## config.mk

```make
export PLATFORM = sky130hd
export DESIGN_NAME = rgb_to_hsv_converter_core
export DESIGN_NICKNAME = d
export VERILOG_FILES = /design/src/sv/rthsv_pkg.sv /design/src/sv/rthsv_prep.sv /design/src/sv/rthsv_divider.sv /design/src/sv/rgb_to_hsv_converter_core.sv
export SDC_FILE = /design/constraint.sdc
export NUM_CORES = 1
export LEC_CHECK = 0
export BUFFER_PORTS_ARGS = -buffer_cell sky130_fd_sc_hd__buf_2
export CORE_ASPECT_RATIO = 1.5
export CORE_MARGIN = 2
export CORE_UTILIZATION = 59
export CTS_BUF_LIST = sky130_fd_sc_hd__clkbuf_4
export DETAILED_ROUTE_END_ITERATION = 6
export PLACE_DENSITY = 0.78
export SLEW_MARGIN = 5
export SYNTH_ARGS = -nofsm -noshare
export SYNTH_HDL_FRONTEND = slang
export SYNTH_HIERARCHICAL = 1
export SYNTH_SLANG_ARGS = --single-unit
export TNS_END_PERCENT = 10
```

## constraint.sdc

```tcl
create_clock -name aclk -period 6.9 [get_ports aclk]
set_input_delay 0.345 -clock aclk [delete_from_list [all_inputs] [get_ports aclk]]
set_output_delay 0.345 -clock aclk [all_outputs]
set_load 0.01 [all_outputs]
```

## src/sv/rthsv_pkg.sv

```systemverilog
`timescale 1ns / 1ps
// ---------------------------------------------------------------------------
// rthsv_pkg
// Widths and the stage payload type shared by the rgb to hsv pipeline.
// ---------------------------------------------------------------------------
package rthsv_pkg;

    localparam int CHAN_W    = 8;   // one colour channel
    localparam int PIXEL_W   = 3 * CHAN_W;
    localparam int SECTOR_W  = 11;  // hue numerator before scaling, 0..1529
    localparam int SAT_NUM_W = 16;  // 255 * delta
    localparam int SAT_DEN_W = 8;   // max
    localparam int HUE_NUM_W = 19;  // 255 * n
    localparam int HUE_DEN_W = 11;  // 6 * delta
    localparam int QUOT_W    = 8;   // both quotients fit a byte

    // operands handed from the front end to the dividers
    typedef struct packed {
        logic [CHAN_W-1:0]    value;
        logic [SAT_NUM_W-1:0] sat_num;
        logic [SAT_DEN_W-1:0] sat_den;
        logic [HUE_NUM_W-1:0] hue_num;
        logic [HUE_DEN_W-1:0] hue_den;
    } prep_t;

endpackage

```

## src/sv/rthsv_prep.sv

```systemverilog
`timescale 1ns / 1ps
// ---------------------------------------------------------------------------
// rthsv_prep
// Two-stage front end: max, min, delta and hue sector, then the scaled
// numerators and denominators for the saturation and hue dividers.
// ---------------------------------------------------------------------------
module rthsv_prep
    import rthsv_pkg::*;
(
    input  logic               aclk,
    input  logic               aresetn,
    input  logic               in_valid,
    output logic               in_ready,
    input  logic [PIXEL_W-1:0] in_pixel,
    output logic               out_valid,
    input  logic               out_ready,
    output prep_t              out_data
);

    logic [CHAN_W-1:0]   r, g, b;
    logic [CHAN_W-1:0]   hi, lo, delta;
    logic [SECTOR_W-1:0] d2, d4, d6;
    logic                red_max, green_max;

    logic                vld_a_reg;
    logic [SECTOR_W-1:0] n_reg, n_next;
    logic [CHAN_W-1:0]   delta_reg;
    logic [CHAN_W-1:0]   hi_reg;

    logic                vld_b_reg;
    prep_t               data_reg, data_next;
    logic [SECTOR_W-1:0] d6_b;

    logic                rdy_a, rdy_b;

    assign rdy_b    = !vld_b_reg || out_ready;
    assign rdy_a    = !vld_a_reg || rdy_b;
    assign in_ready = rdy_a;

    // stage a: range and sector
    assign r = in_pixel[3*CHAN_W-1:2*CHAN_W];
    assign g = in_pixel[2*CHAN_W-1:CHAN_W];
    assign b = in_pixel[CHAN_W-1:0];

    always_comb begin
        hi = (r > g) ? r : g;
        hi = (hi > b) ? hi : b;
        lo = (r < g) ? r : g;
        lo = (lo < b) ? lo : b;
    end

    assign delta     = hi - lo;
    assign red_max   = (r >= g) && (r >= b);
    // only reached when red is not the maximum
    assign green_max = (g >= b);
    assign d2        = SECTOR_W'(delta) << 1;
    assign d4        = SECTOR_W'(delta) << 2;
    assign d6        = d4 + d2;

    always_comb begin
        if (red_max) begin
            // only this sector can go negative, wrap by one full turn
            if (g >= b) begin
                n_next = SECTOR_W'(g - b);
            end else begin
                n_next = d6 - SECTOR_W'(b - g);
            end
        end else if (green_max) begin
            n_next = d2 + SECTOR_W'(b) - SECTOR_W'(r);
        end else begin
            n_next = d4 + SECTOR_W'(r) - SECTOR_W'(g);
        end
    end

    always_ff @(posedge aclk) begin
        if (!aresetn) begin
            vld_a_reg <= 1'b0;
        end else if (rdy_a) begin
            vld_a_reg <= in_valid;
        end
    end

    always_ff @(posedge aclk) begin
        if (rdy_a && in_valid) begin
            n_reg     <= n_next;
            delta_reg <= delta;
            hi_reg    <= hi;
        end
    end

    // stage b: times 255 as shift and subtract; zero denominators become one
    // so a grey pixel divides 0 by 1
    assign d6_b = (SECTOR_W'(delta_reg) << 2) + (SECTOR_W'(delta_reg) << 1);

    always_comb begin
        data_next.value   = hi_reg;
        data_next.sat_num = (SAT_NUM_W'(delta_reg) << CHAN_W) - SAT_NUM_W'(delta_reg);
        data_next.sat_den = (hi_reg == '0) ? SAT_DEN_W'(1) : SAT_DEN_W'(hi_reg);
        data_next.hue_num = (HUE_NUM_W'(n_reg) << CHAN_W) - HUE_NUM_W'(n_reg);
        data_next.hue_den = (delta_reg == '0) ? HUE_DEN_W'(1) : HUE_DEN_W'(d6_b);
    end

    always_ff @(posedge aclk) begin
        if (!aresetn) begin
            vld_b_reg <= 1'b0;
        end else if (rdy_b) begin
            vld_b_reg <= vld_a_reg;
        end
    end

    always_ff @(posedge aclk) begin
        if (rdy_b && vld_a_reg) begin
            data_reg <= data_next;
        end
    end

    assign out_valid = vld_b_reg;
    assign out_data  = data_reg;

endmodule

```

## src/sv/rthsv_divider.sv

```systemverilog
`timescale 1ns / 1ps
// ---------------------------------------------------------------------------
// rthsv_divider
// Pipelined restoring divider, one quotient bit per stage, with a sideband
// that travels alongside. The numerator must be below den * 2**Q_W.
// ---------------------------------------------------------------------------
module rthsv_divider #(
    parameter int NUM_W  = 16,
    parameter int DEN_W  = 8,
    parameter int Q_W    = 8,   // at least 2
    parameter int SIDE_W = 8
) (
    input  logic              aclk,
    input  logic              aresetn,
    input  logic              in_valid,
    output logic              in_ready,
    input  logic [NUM_W-1:0]  in_num,
    input  logic [DEN_W-1:0]  in_den,
    input  logic [SIDE_W-1:0] in_side,
    output logic              out_valid,
    input  logic              out_ready,
    output logic [Q_W-1:0]    out_quot,
    output logic [SIDE_W-1:0] out_side
);

    localparam int W = (NUM_W > DEN_W + Q_W) ? NUM_W : DEN_W + Q_W;

    logic [W-1:0]      rem_v  [Q_W];
    logic [DEN_W-1:0]  den_v  [Q_W];
    logic [Q_W-1:0]    quot_v [Q_W+1];
    logic [SIDE_W-1:0] side_v [Q_W+1];
    logic              vld_v  [Q_W+1];
    logic              rdy_v  [Q_W+1];

    assign rem_v[0]    = W'(in_num);
    assign den_v[0]    = in_den;
    assign quot_v[0]   = '0;
    assign side_v[0]   = in_side;
    assign vld_v[0]    = in_valid;
    assign rdy_v[Q_W]  = out_ready;
    assign in_ready    = rdy_v[0];

    genvar k;
    generate
        for (k = 0; k < Q_W; k++) begin : g_stage
            localparam int BIT = Q_W - 1 - k;

            logic              vld_reg;
            logic [Q_W-1:0]    quot_reg, quot_next;
            logic [SIDE_W-1:0] side_reg;
            logic [W-1:0]      trial;
            logic              fits;

            assign trial     = W'(den_v[k]) << BIT;
            assign fits      = (rem_v[k] >= trial);
            assign quot_next = {quot_v[k][Q_W-2:0], fits};
            assign rdy_v[k]  = !vld_reg || rdy_v[k+1];

            always_ff @(posedge aclk) begin
                if (!aresetn) begin
                    vld_reg <= 1'b0;
                end else if (rdy_v[k]) begin
                    vld_reg <= vld_v[k];
                end
            end

            always_ff @(posedge aclk) begin
                if (rdy_v[k] && vld_v[k]) begin
                    quot_reg <= quot_next;
                    side_reg <= side_v[k];
                end
            end

            assign vld_v[k+1]  = vld_reg;
            assign quot_v[k+1] = quot_reg;
            assign side_v[k+1] = side_reg;

            // the last stage needs no remainder
            if (k < Q_W - 1) begin : g_carry
                logic [W-1:0]     rem_reg, rem_next;
                logic [DEN_W-1:0] den_reg;

                assign rem_next = fits ? (rem_v[k] - trial) : rem_v[k];

                always_ff @(posedge aclk) begin
                    if (rdy_v[k] && vld_v[k]) begin
                        rem_reg <= rem_next;
                        den_reg <= den_v[k];
                    end
                end

                assign rem_v[k+1] = rem_reg;
                assign den_v[k+1] = den_reg;
            end
        end
    endgenerate

    assign out_valid = vld_v[Q_W];
    assign out_quot  = quot_v[Q_W];
    assign out_side  = side_v[Q_W];

endmodule

```

## src/sv/rgb_to_hsv_converter_core.sv

```systemverilog
`timescale 1ns / 1ps
// ---------------------------------------------------------------------------
// rgb_to_hsv_converter_core
// Streaming 24-bit rgb to 8-bit hue, saturation and value converter.
// ---------------------------------------------------------------------------
// Takes one pixel per clock while the output is not stalled and returns one
// result per pixel, in order: two front-end stages (range, sector, scaling)
// followed by the saturation divider and the hue divider, each a restoring
// divider of 8 stages that settles one quotient bit per stage. Every stage
// has its own valid bit and holds its contents under back-pressure, so empty
// stages are filled while the output waits. Hue is scaled so a full turn
// maps to 255; grey pixels give hue and saturation of zero.
module rgb_to_hsv_converter_core
    import rthsv_pkg::*;
(
    input  logic        aclk,
    input  logic        aresetn,
    input  logic        s_tvalid,
    output logic        s_tready,
    input  logic [23:0] s_tdata,   // pixel_color[23:0]
    output logic        m_tvalid,
    input  logic        m_tready,
    output logic [23:0] m_tdata    // hue[7:0], saturation[15:8], brightness[23:16]
);

    localparam int SAT_SIDE_W = CHAN_W + HUE_NUM_W + HUE_DEN_W;
    localparam int HUE_SIDE_W = CHAN_W + QUOT_W;

    logic                  prep_valid, prep_ready;
    prep_t                 prep_data;

    logic                  sat_valid, sat_ready;
    logic [QUOT_W-1:0]     sat_quot;
    logic [SAT_SIDE_W-1:0] sat_side;

    logic [QUOT_W-1:0]     hue_quot;
    logic [HUE_SIDE_W-1:0] hue_side;

    rthsv_prep u_prep (
        .aclk      (aclk),
        .aresetn   (aresetn),
        .in_valid  (s_tvalid),
        .in_ready  (s_tready),
        .in_pixel  (s_tdata[PIXEL_W-1:0]),
        .out_valid (prep_valid),
        .out_ready (prep_ready),
        .out_data  (prep_data)
    );

    rthsv_divider #(
        .NUM_W  (SAT_NUM_W),
        .DEN_W  (SAT_DEN_W),
        .Q_W    (QUOT_W),
        .SIDE_W (SAT_SIDE_W)
    ) u_sat_div (
        .aclk      (aclk),
        .aresetn   (aresetn),
        .in_valid  (prep_valid),
        .in_ready  (prep_ready),
        .in_num    (prep_data.sat_num),
        .in_den    (prep_data.sat_den),
        .in_side   ({prep_data.value, prep_data.hue_num, prep_data.hue_den}),
        .out_valid (sat_valid),
        .out_ready (sat_ready),
        .out_quot  (sat_quot),
        .out_side  (sat_side)
    );

    // hue operands ride through the saturation divider as sideband
    rthsv_divider #(
        .NUM_W  (HUE_NUM_W),
        .DEN_W  (HUE_DEN_W),
        .Q_W    (QUOT_W),
        .SIDE_W (HUE_SIDE_W)
    ) u_hue_div (
        .aclk      (aclk),
        .aresetn   (aresetn),
        .in_valid  (sat_valid),
        .in_ready  (sat_ready),
        .in_num    (sat_side[HUE_NUM_W+HUE_DEN_W-1:HUE_DEN_W]),
        .in_den    (sat_side[HUE_DEN_W-1:0]),
        .in_side   ({sat_side[SAT_SIDE_W-1:HUE_NUM_W+HUE_DEN_W], sat_quot}),
        .out_valid (m_tvalid),
        .out_ready (m_tready),
        .out_quot  (hue_quot),
        .out_side  (hue_side)
    );

    assign m_tdata = {hue_side, hue_quot};

    // the input only stalls when every stage is full and the output is held
    a_stall_backed: assert property (@(posedge aclk) disable iff (!aresetn)
        !s_tready |-> (m_tvalid && !m_tready))
        else $error("input stalled without a held result");

    a_reset_empty: assert property (@(posedge aclk)
        !aresetn |=> !m_tvalid)
        else $error("result valid straight after reset");

    // zero saturation only for grey pixels, whose hue is zero too
    a_grey_hue: assert property (@(posedge aclk) disable iff (!aresetn)
        (m_tvalid && (m_tdata[15:8] == 8'd0)) |-> (m_tdata[7:0] == 8'd0))
        else $error("non-zero hue with zero saturation");

    a_black: assert property (@(posedge aclk) disable iff (!aresetn)
        (m_tvalid && (m_tdata[23:16] == 8'd0)) |-> (m_tdata[15:0] == 16'd0))
        else $error("black pixel with non-zero hue or saturation");

    a_hue_range: assert property (@(posedge aclk) disable iff (!aresetn)
        (sat_valid && sat_ready) |=> (sat_side[HUE_DEN_W-1:0] != '0 || !sat_valid))
        else $error("zero hue denominator reached the hue divider");

endmodule
```

# [Word level (Yosys, flattened, before mapping)]
# Cells that the tools add are included.
[totals] register_bits=989 elab_cells=213 inputBits=28 output_inout_bits=26
[op_classes] n_reduce_logical=57 n_lt_le_gt_ge=23 n_addsub=26 muxes=21
[op_table] operator="$mux 19" count=7
[op_table] operator="$mux 16" count=7
[op_table] operator="$mux 11" count=3
[op_table] operator="$mux 8" count=4
[op_table] operator="$ge 8x8->1" count=3
[op_table] operator="$add 10x9->11" count=2
[op_table] operator="$sub 11x8->11" count=2
[op_table] operator="$ge 19x11->1" count=1
[op_table] operator="$ge 19x12->1" count=1
[op_table] operator="$ge 19x13->1" count=1
[op_table] operator="$ge 19x14->1" count=1
[op_table] operator="$ge 19x15->1" count=1
[op_table] operator="$ge 19x16->1" count=1
[op_table] operator="$ge 19x17->1" count=1
[op_table] operator="$ge 19x18->1" count=1
[op_table] operator="$logic_and 1x1->1" count=19
[op_table] operator="$sub 19x11->19" count=1
[op_table] operator="$sub 19x12->19" count=1
[op_table] operator="$sub 19x13->19" count=1
[op_table] operator="$sub 19x14->19" count=1
[op_table] operator="$sub 19x15->19" count=1
[op_table] operator="$sub 19x16->19" count=1
[op_table] operator="$sub 19x17->19" count=1
[op_table] operator="$sub 19x18->19" count=1
[op_table] operator="other kinds (26)" count=64

# [Depth between registers and ports, before layout]
# Gate-level depths: netlist of run 1.
[depth] ltp_word=20 mapped_depth=36 mapped_depth_nobuf=35

# [By module]
# The synthesis of run 1 kept the hierarchy.
[by_module_without_submodules] mod="rthsv_divider at u_sat_div" cells_per_inst=1162 area_per_inst_um2=19772.7 seq_area_each_um2=15414.8 instances=1
[by_module_without_submodules] mod="rthsv_divider at u_hue_div" cells_per_inst=1250 area_per_inst_um2=17341.6 seq_area_each_um2=11390.9 instances=1
[by_module_without_submodules] mod="rthsv_prep" cells_per_inst=758 area_per_inst_um2=7722.4 seq_area_each_um2=2712.6 instances=1

# [Worst setup path before layout of run 1]
# No wires, ideal clock.
[synth_path] kind="reg2reg" from="register u_hue_div.g_stage[7].vld_reg, in the netlist u_hue_div/out_valid" to="register u_sat_div.g_stage[2].g_carry.den_reg[0], enable pin" setup_slack_ns=-0.160 stages_incl_launch_ff=10 n_path_buf=0 arrival_ns=6.473 required_time_ns=6.313 setup_ns=0.587 synth_period_minus_slack_ns=7.060 path_cell_list="dfxtp_1 nor2b_1 and3_1 and3_1 and3_1 nand2_1 nor2b_1 and3_1 and3_1 a21boi_0"
[synth_via] elab_chain_len=16
[synth_lines] item="from (decl)" line="rthsv_divider.sv:48" rtl="logic vld_reg;"
[synth_lines] item="from (signal assigned)" line="rthsv_divider.sv:63" rtl="vld_reg <= vld_v[k];"
[synth_lines] item="$logic_not 1->1" line="rthsv_divider.sv:57" rtl="assign rdy_v[k] = !vld_reg || rdy_v[k+1];"
[synth_lines] item="$logic_or 1x1->1 (8 in series)" line="rthsv_divider.sv:57"
[synth_lines] item="net sat_ready" line="rgb_to_hsv_converter_core.sv:32" rtl="logic sat_valid, sat_ready;"
[synth_lines] item="$logic_or 1x1->1 (6 in series)" line="rthsv_divider.sv:57"
[synth_lines] item="$logic_and 1x1->1" line="rthsv_divider.sv:86" rtl="if (rdy_v[k] && vld_v[k]) begin"
[synth_lines] item="to (signal assigned)" line="rthsv_divider.sv:88" rtl="den_reg <= den_v[k];"
[synth_lines] item="to (decl)" line="rthsv_divider.sv:81" rtl="logic [DEN_W-1:0] den_reg;"
# The timed path passes the listed nets, and every way through them passes these cells.
# A chain may end at the register's enable or synchronous reset.

# [Worst setup path in the final report of run 1]
[layout_path] from="input port s_tdata[16]" to="register u_prep.n_reg[10] (data pin)"
[layout_via] elab_chain_len=9 elab_cells_between_ends=21 cone_classes="add/sub: 7; order compare: 6; mux: 7; reduce/logical: 1"
[layout_lines] item="from (decl)" line="rgb_to_hsv_converter_core.sv:20" rtl="input logic [23:0] s_tdata,"
[layout_lines] item="$gt 8x8->1 / $lt 8x8->1 (equally long branches)" line="rthsv_prep.sv:46, rthsv_prep.sv:48"
[layout_lines] item="$mux 8, on equally long branches" line="rthsv_prep.sv:46, rthsv_prep.sv:48"
[layout_lines] item="$gt 8x8->1 / $lt 8x8->1 (equally long branches)" line="rthsv_prep.sv:47, rthsv_prep.sv:49"
[layout_lines] item="$mux 8, on equally long branches" line="rthsv_prep.sv:47, rthsv_prep.sv:49"
[layout_lines] item="$sub 8x8->8 (*)" line="rthsv_prep.sv:52" rtl="assign delta = hi - lo;"
[layout_lines] item="net u_prep.delta[4]" line="rthsv_prep.sv:21" rtl="logic [CHAN_W-1:0] hi, lo, delta;"
[layout_lines] item="$add 10x8->11 (tied with other cells)" line="rthsv_prep.sv:71" rtl="n_next = d4 + SECTOR_W'(r) - SECTOR_W'(g);"
[layout_lines] item="$sub 11x8->11 (tied with other cells)" line="rthsv_prep.sv:71"
[layout_lines] item="$mux 11, on equally long branches" line="rthsv_prep.sv:68, rthsv_prep.sv:63"
[layout_lines] item="$mux 11 (*)" line="rthsv_prep.sv:61" rtl="if (red_max) begin"
[layout_lines] item="net u_prep.n_next[10]" line="rthsv_prep.sv:26" rtl="logic [SECTOR_W-1:0] n_reg, n_next;"
[layout_lines] item="to (signal assigned)" line="rthsv_prep.sv:85" rtl="n_reg <= n_next;"
[layout_lines] item="to (decl)" line="rthsv_prep.sv:26"
# The timed path passes the listed nets; every way through them passes the cells marked *.

==> flow_summary.yaml, run 1 <==
status:
  status: "finished, violations left"
  violations: "DRC"
die:
  coreArea_um2: 75100
  io_pins: 54
  die_area_um2: 78260
  initial_core_util_pct: 59.70
  die_h_um: 341.6
  rows: 123
  dieWidth_um: 229.1
placed_design:
  place_congestion: 0.9702
  portBuffers: 53
  placed_area_um2: 47260
  dp_cells: 4300
  preCtsSetupSlack_ps: -391.3
  hpwl_mm: 66.33
power_and_ir_drop:
  p_leak_nw: 18.61
  powerDensity_nw_per_um2: 296.2
  total_power_mw: 14.81
  peakVddDrop_v: 0.0002313
critical_path:
  critPathKind: "in -> reg"
  required_ps: 7660
  path_max_fanout: 13
  critPathArrivalTime_ps: 7140
  start_kind: "input port"
  endpoint_kind: "flop"
  max_stage_delay_ps: 560
  critPathSlowestCell: "fa_1"
clocking:
  cts-htree-levels: 4
  clock-sinks: 989
  clockBufferDepth: 3
  worstSkewPairLatency_ps: 950
  numCtsBuffers: 206
  post_cts_buffers: 0
  cts-root-buf: "clkbuf_4"
  cts_hold_buf: 7
  cts_resized: 0
  cts_tree: "done"
  path_clk_slew_ps: 70
timing:
  finalHoldViolations: 0
  fin_crit_ps: 6372
  fin_hold_ws_ps: 135.2
  slew_headroom_pct: 21.93
  tightestPinTransition_ps: 1165
  fin_crit_sh_pct: 92.35
  slew_violations: 0
  worst_slack_ps: 528.1
  setup_viol: 0
  rsz0062_at_grt: "false"
  finClkSkew_ps: 50.63
  tns_ps: 0
  max_freq_mhz: 156.9
final_layout:
  seqCellArea_um2: 29520
  multi_input_area_um2: 14190
  layout-drive-gt1-share_pct: 17.30
  final_common_cell: "edfxtp_1"
  final_cell_area_um2: 50000
  fin_util_pct: 66.57
  largest_register_ffs: 266
  instances_no_fill: 4684
  nets: 3841
  syn2layout_area_growth_pct: 11.51
  final_cell_mix: "edfxtp_1 (971), clkbuf_4 (301), inv_1 (279), ha_1 (259), a21oi_1 (188)"
  n_fill_cell: 5199
synth:
  synthDistinctLibCells: 93
  synth_edf_count: 971
  synth.largest_area_cell: "edfxtp_1"
  synth_area_leaders: "edfxtp_1 (65%), ha_1 (7.2%), inv_1 (2.3%)"
  ys_seq_area_share_pct: 65.84
  syn_inst: 3170
  yosys_most_used_dff: "edfxtp_1"
  syn_area_um2: 44840
  synthArstFlopShare_pct: 0
  yosysWarnings: 6
  syn_nets: 3496
  synth_seq_cells: 989
  synth_top_area_share_pct: 65.03
  synth.avg_cell_area_um2: 14.14
global_route:
  grt_overflow: 0
  grt_antenna_before_repair: 2
  grt_max_degree: 70
  grt.total_usage_pct: 22.53
  grt_pass1_wl_mm: 137.6
  grt_pass1_vias: 28050
routing:
  wl_per_cell_um: 18.71
  wl_mm: 87.65
  drt-initial-drc-count: 1520
  drcViolationCount: 1
  vias: 26430
  ant_nets: 0
  drt_pass1_iterations: 7
  via_per_inst: 5.643
run:
  maxCapViolations: 0
min_path:
  worstHoldPathType: "in -> reg"
[synth_stat cells, types with 13 or more instances]
cell and number:
clkbuf_1 29, xnor2_1 112, xor2_1 67, mux2i_1 28, edfxtp_1 971, nor3_1 45, or3_1 15, o211ai_1 21
mux2_2 57, a21o_1 46, a31oi_1 14, ha_1 259, o21a_1 56, dfxtp_1 18, fa_1 39, inv_1 279
a21oi_1 190, nand2_1 134, nand4_1 26, o21bai_1 13, o21ai_0 133, nand2b_1 26, o31ai_1 19, o31a_1 16
buf_2 17, nor2_1 183, nor2b_1 71, nand3_1 31, a211oi_1 17, and3_1 16, a21boi_0 21, nor4_1 24
[critical path, delay by kind of cell]
kind / cells / cell delay, ps
adder cells (fa/ha/maj): 7 / 2300
buffers and inverters: 8 / 950
AND/OR/NAND/NOR: 4 / 800
AO/OA/AOI/OAI: 15 / 2560
XOR/XNOR: 1 / 150
[logic make-up (layout without fill, tap and decap cells)]
family          count (synthesis)  count (layout)  synth area share, %
simple gates                  657             657                7.590
buf+inv                       334             846                2.913
flops                         989             989                65.84
mux                            89              89                2.174
xor+xnor                      181             181                3.569
other cells                     0               2                    0
compound gates                622             622                8.949
fa+ha+maj                     298             298                8.969
[worst paths after layout]
path | startpoint | to | slack (ps) | depth (start not counted)
max | s_tdata[16] | u_prep/n_reg[10]$_DFFE_PP_ | 530 | 35
min | s_tdata[17] | u_prep/n_reg[1]$_DFFE_PP_ | 140 | 4
max reg2reg | u_hue_div/out_valid$_SDFFE_PN0P_ | u_prep/hi_reg[7]$_DFFE_PP_ | 1830 | 14
min reg2reg | u_sat_div/g_stage[3].side_reg[14]$_DFFE_PP_ | u_sat_div/g_stage[4].side_reg[14]$_DFFE_PP_ | 370 | 0
[power breakdown]
part	total, mW	switching, mW	internal, mW
registers	6.97	0.143	6.83
clock network	4.20	2.09	2.10
logic	3.64	1.90	1.74
[metal layers]
| layer | vias to the layer above | routed length (µm) | global-route usage (%) |
|---|---|---|---|
| li1 | 12630 | - | - |
| met1 | 12720 | 27320 | 18.43 |
| met2 | 769 | 51150 | 46.10 |
| met3 | 313 | 2720 | 3.500 |
| met4 | 0 | 6458 | 17.41 |
| met5 | - | 0 | 0 |
[final cells by class]
| cell class | instances | area share (%) |
|---|---|---|
| clock inverters | 74 | 0.8083 |
| diodes | 2 | 0.01001 |
| flip-flops and latches | 989 | 59.04 |
| clock buffers | 301 | 4.520 |
| inverters | 280 | 2.102 |
| repair buffers | 191 | 2.638 |
| multi-input cells | 1847 | 28.38 |
| well taps | 1000 | 2.503 |
No activity file was read; power rests on OpenSTA's default activity.
==> run 2, diff against run 1 <==
Settings changed: CORE_UTILIZATION 59 to 57, CTS_BUF_LIST sky130_fd_sc_hd__clkbuf_4 to not set, PLACE_DENSITY 0.78 to 0.76.
==> flow_summary.yaml, run 2 (synthesized netlist as in run 1, its figures left out) <==
final_layout:
  instances_no_fill: 4479
  largest_register_ffs: 266
  final_common_cell: "edfxtp_1"
  layout-drive-gt1-share_pct: 12.28
  final_cell_mix: "edfxtp_1 (971), inv_1 (279), ha_1 (259), a21oi_1 (188), nor2_1 (183)"
  n_fill_cell: 5510
  syn2layout_area_growth_pct: 11.73
  multi_input_area_um2: 14190
  seqCellArea_um2: 29520
  fin_util_pct: 63.94
  nets: 3715
clocking:
  numCtsBuffers: 84
  cts_tree: "done"
  post_cts_buffers: 0
  clock-sinks: 989
  worstSkewPairLatency_ps: 660
  cts-htree-levels: 3
  clockBufferDepth: 3
  path_clk_slew_ps: 60
  cts_resized: 0
  cts-root-buf: "clkbuf_16"
global_route:
  grt_antenna_before_repair: 3
  grt_pass1_vias: 27890
  grt_overflow: 0
  grt_pass1_wl_mm: 150.5
  grt_max_degree: 70
  grt.total_usage_pct: 24.70
power_and_ir_drop:
  netSwitchingFraction_pct: 27.25
  seqPwrFrac_pct: 45.5
  power.switching_mw: 4.212
  peakVddDrop_v: 0.0001891
  p_comb_share_pct: 23.7
  intPower_mw: 11.24
  powerDensity_nw_per_um2: 308.5
  p_leak_nw: 18.35
  clock_power_share_pct: 30.9
timing:
  slew_violations: 0
  max_freq_mhz: 153.9
  tightestPinTransition_ps: 1180
  fin_crit_sh_pct: 94.16
  setup_viol: 0
  finalHoldViolations: 0
  rsz0062_at_grt: "false"
  slew_headroom_pct: 21.35
  fin_crit_ps: 6497
  finClkSkew_ps: 49.49
  worst_slack_ps: 403.2
critical_path:
  max_stage_delay_ps: 550
  critPathKind: "in -> reg"
  critPathArrivalTime_ps: 6980
  critPathSlowestCell: "fa_1"
  start_kind: "input port"
  endpoint_kind: "flop"
  path_max_fanout: 11
  required_ps: 7380
die:
  io_pins: 54
  coreArea_um2: 78350
  initial_core_util_pct: 57.22
  dieWidth_um: 233
  rows: 126
  die_area_um2: 80970
  die_h_um: 347.5
placed_design:
  dp_cells: 4326
  hpwl_mm: 73.02
  preCtsSetupSlack_ps: -244.5
  place_congestion: 1.048
  portBuffers: 53
status:
  status: "finished, violations left"
  violations: "DRC"
routing:
  drcViolationCount: 1
  drt_pass1_iterations: 7
  wl_mm: 98.34
  drt-initial-drc-count: 1721
  wl_per_cell_um: 21.96
  vias: 26090
  via_per_inst: 5.825
  ant_nets: 0
run:
  maxCapViolations: 0
min_path:
  worstHoldPathType: "in -> reg"
## run 2: cell types whose count changed in the layout (fill, tap and decap cells not counted), sizes merged
| cell | before | now |
|---|---|---|
| buf | 184 | 186 |
| bufinv | 2 | 9 |
| clkbuf | 301 | 106 |
| clkinv | 63 | 28 |
| clkinvlp | 2 | 3 |
| diode | 2 | 1 |
| dlygate4sd3 | 7 | 1 |
| inv | 287 | 285 |
## run 2: cell type report
| type | instances | area share (%) |
|---|---|---|
| inverter | 280 | 2.098 |
| antenna | 1 | 0.004995 |
| clock buffer | 106 | 4.486 |
| sequential | 989 | 58.92 |
| multi-input combinational | 1847 | 28.33 |
| clock inverter | 45 | 1.061 |
| timing repair buffer | 187 | 2.543 |
| tap | 1024 | 2.558 |
## run 2: critical path, delay by kind of cell
family	cells	cell delay [ps]
AOI/OAI and AO/OA	14	2520
adders and majority gates	6	2120
buffers and inverters	6	730
and+or+nand+nor	3	690
muxes	1	420
xor gates and xnor gates	1	150
## run 2: through the flow
step | total power [mW] | TNS (ps) | hold slack [ps] | cell area, µm²
2_1_floorplan | 9.314 | -7886 | 400.3 | 44840
3_3_place_gp | 10.68 | -774.1 | 400.3 | 47300
3_5_place_dp | 10.75 | -701.4 | 404.5 | 47300
4_1_cts | 15.54 | 0 | 112.7 | 50090
5_1_grt | 16.16 | 0 | 153.3 | 50090
6_report | 15.45 | 0 | 144.0 | 50100
## run 2: repair_timing
action	CTS	global route
endpoints found under the hold margin	1	0
hold buffers	1	0
setup endpoints to repair	0	0
## run 2: worst paths after layout
check | from | end | slack (ps) | cells after the start
worst min-delay path | m_tready | u_hue_div/out_valid$_SDFFE_PN0P_ | 140 | 3
worst max-delay path | s_tdata[16] | u_prep/n_reg[10]$_DFFE_PP_ | 400 | 31
worst max register to register | u_hue_div/out_valid$_SDFFE_PN0P_ | u_prep/hi_reg[0]$_DFFE_PP_ | 1600 | 14
worst min register to register | u_sat_div/g_stage[2].side_reg[27]$_DFFE_PP_ | u_sat_div/g_stage[3].side_reg[27]$_DFFE_PP_ | 400 | 0
## run 2: power groups by stage
stage / clock (mW) / combinational [mW] / sequential (mW)
after CTS: 4.87 / 3.64 / 7.02
after global routing: 5.10 / 4.03 / 7.03
final: 4.77 / 3.66 / 7.03
after global placement: 0 / 3.54 / 7.14
after detailed placement: 0 / 3.60 / 7.15
after floorplan: 0 / 2.28 / 7.03
## run 2: layer usage
layer	wire length [µm]	vias up	GRT usage, %
met5	0	-	0
met4	9147	0	20.63
met3	3097	351	3.105
li1	-	12200	-
met1	28640	12760	19.92
met2	57460	778	50.16
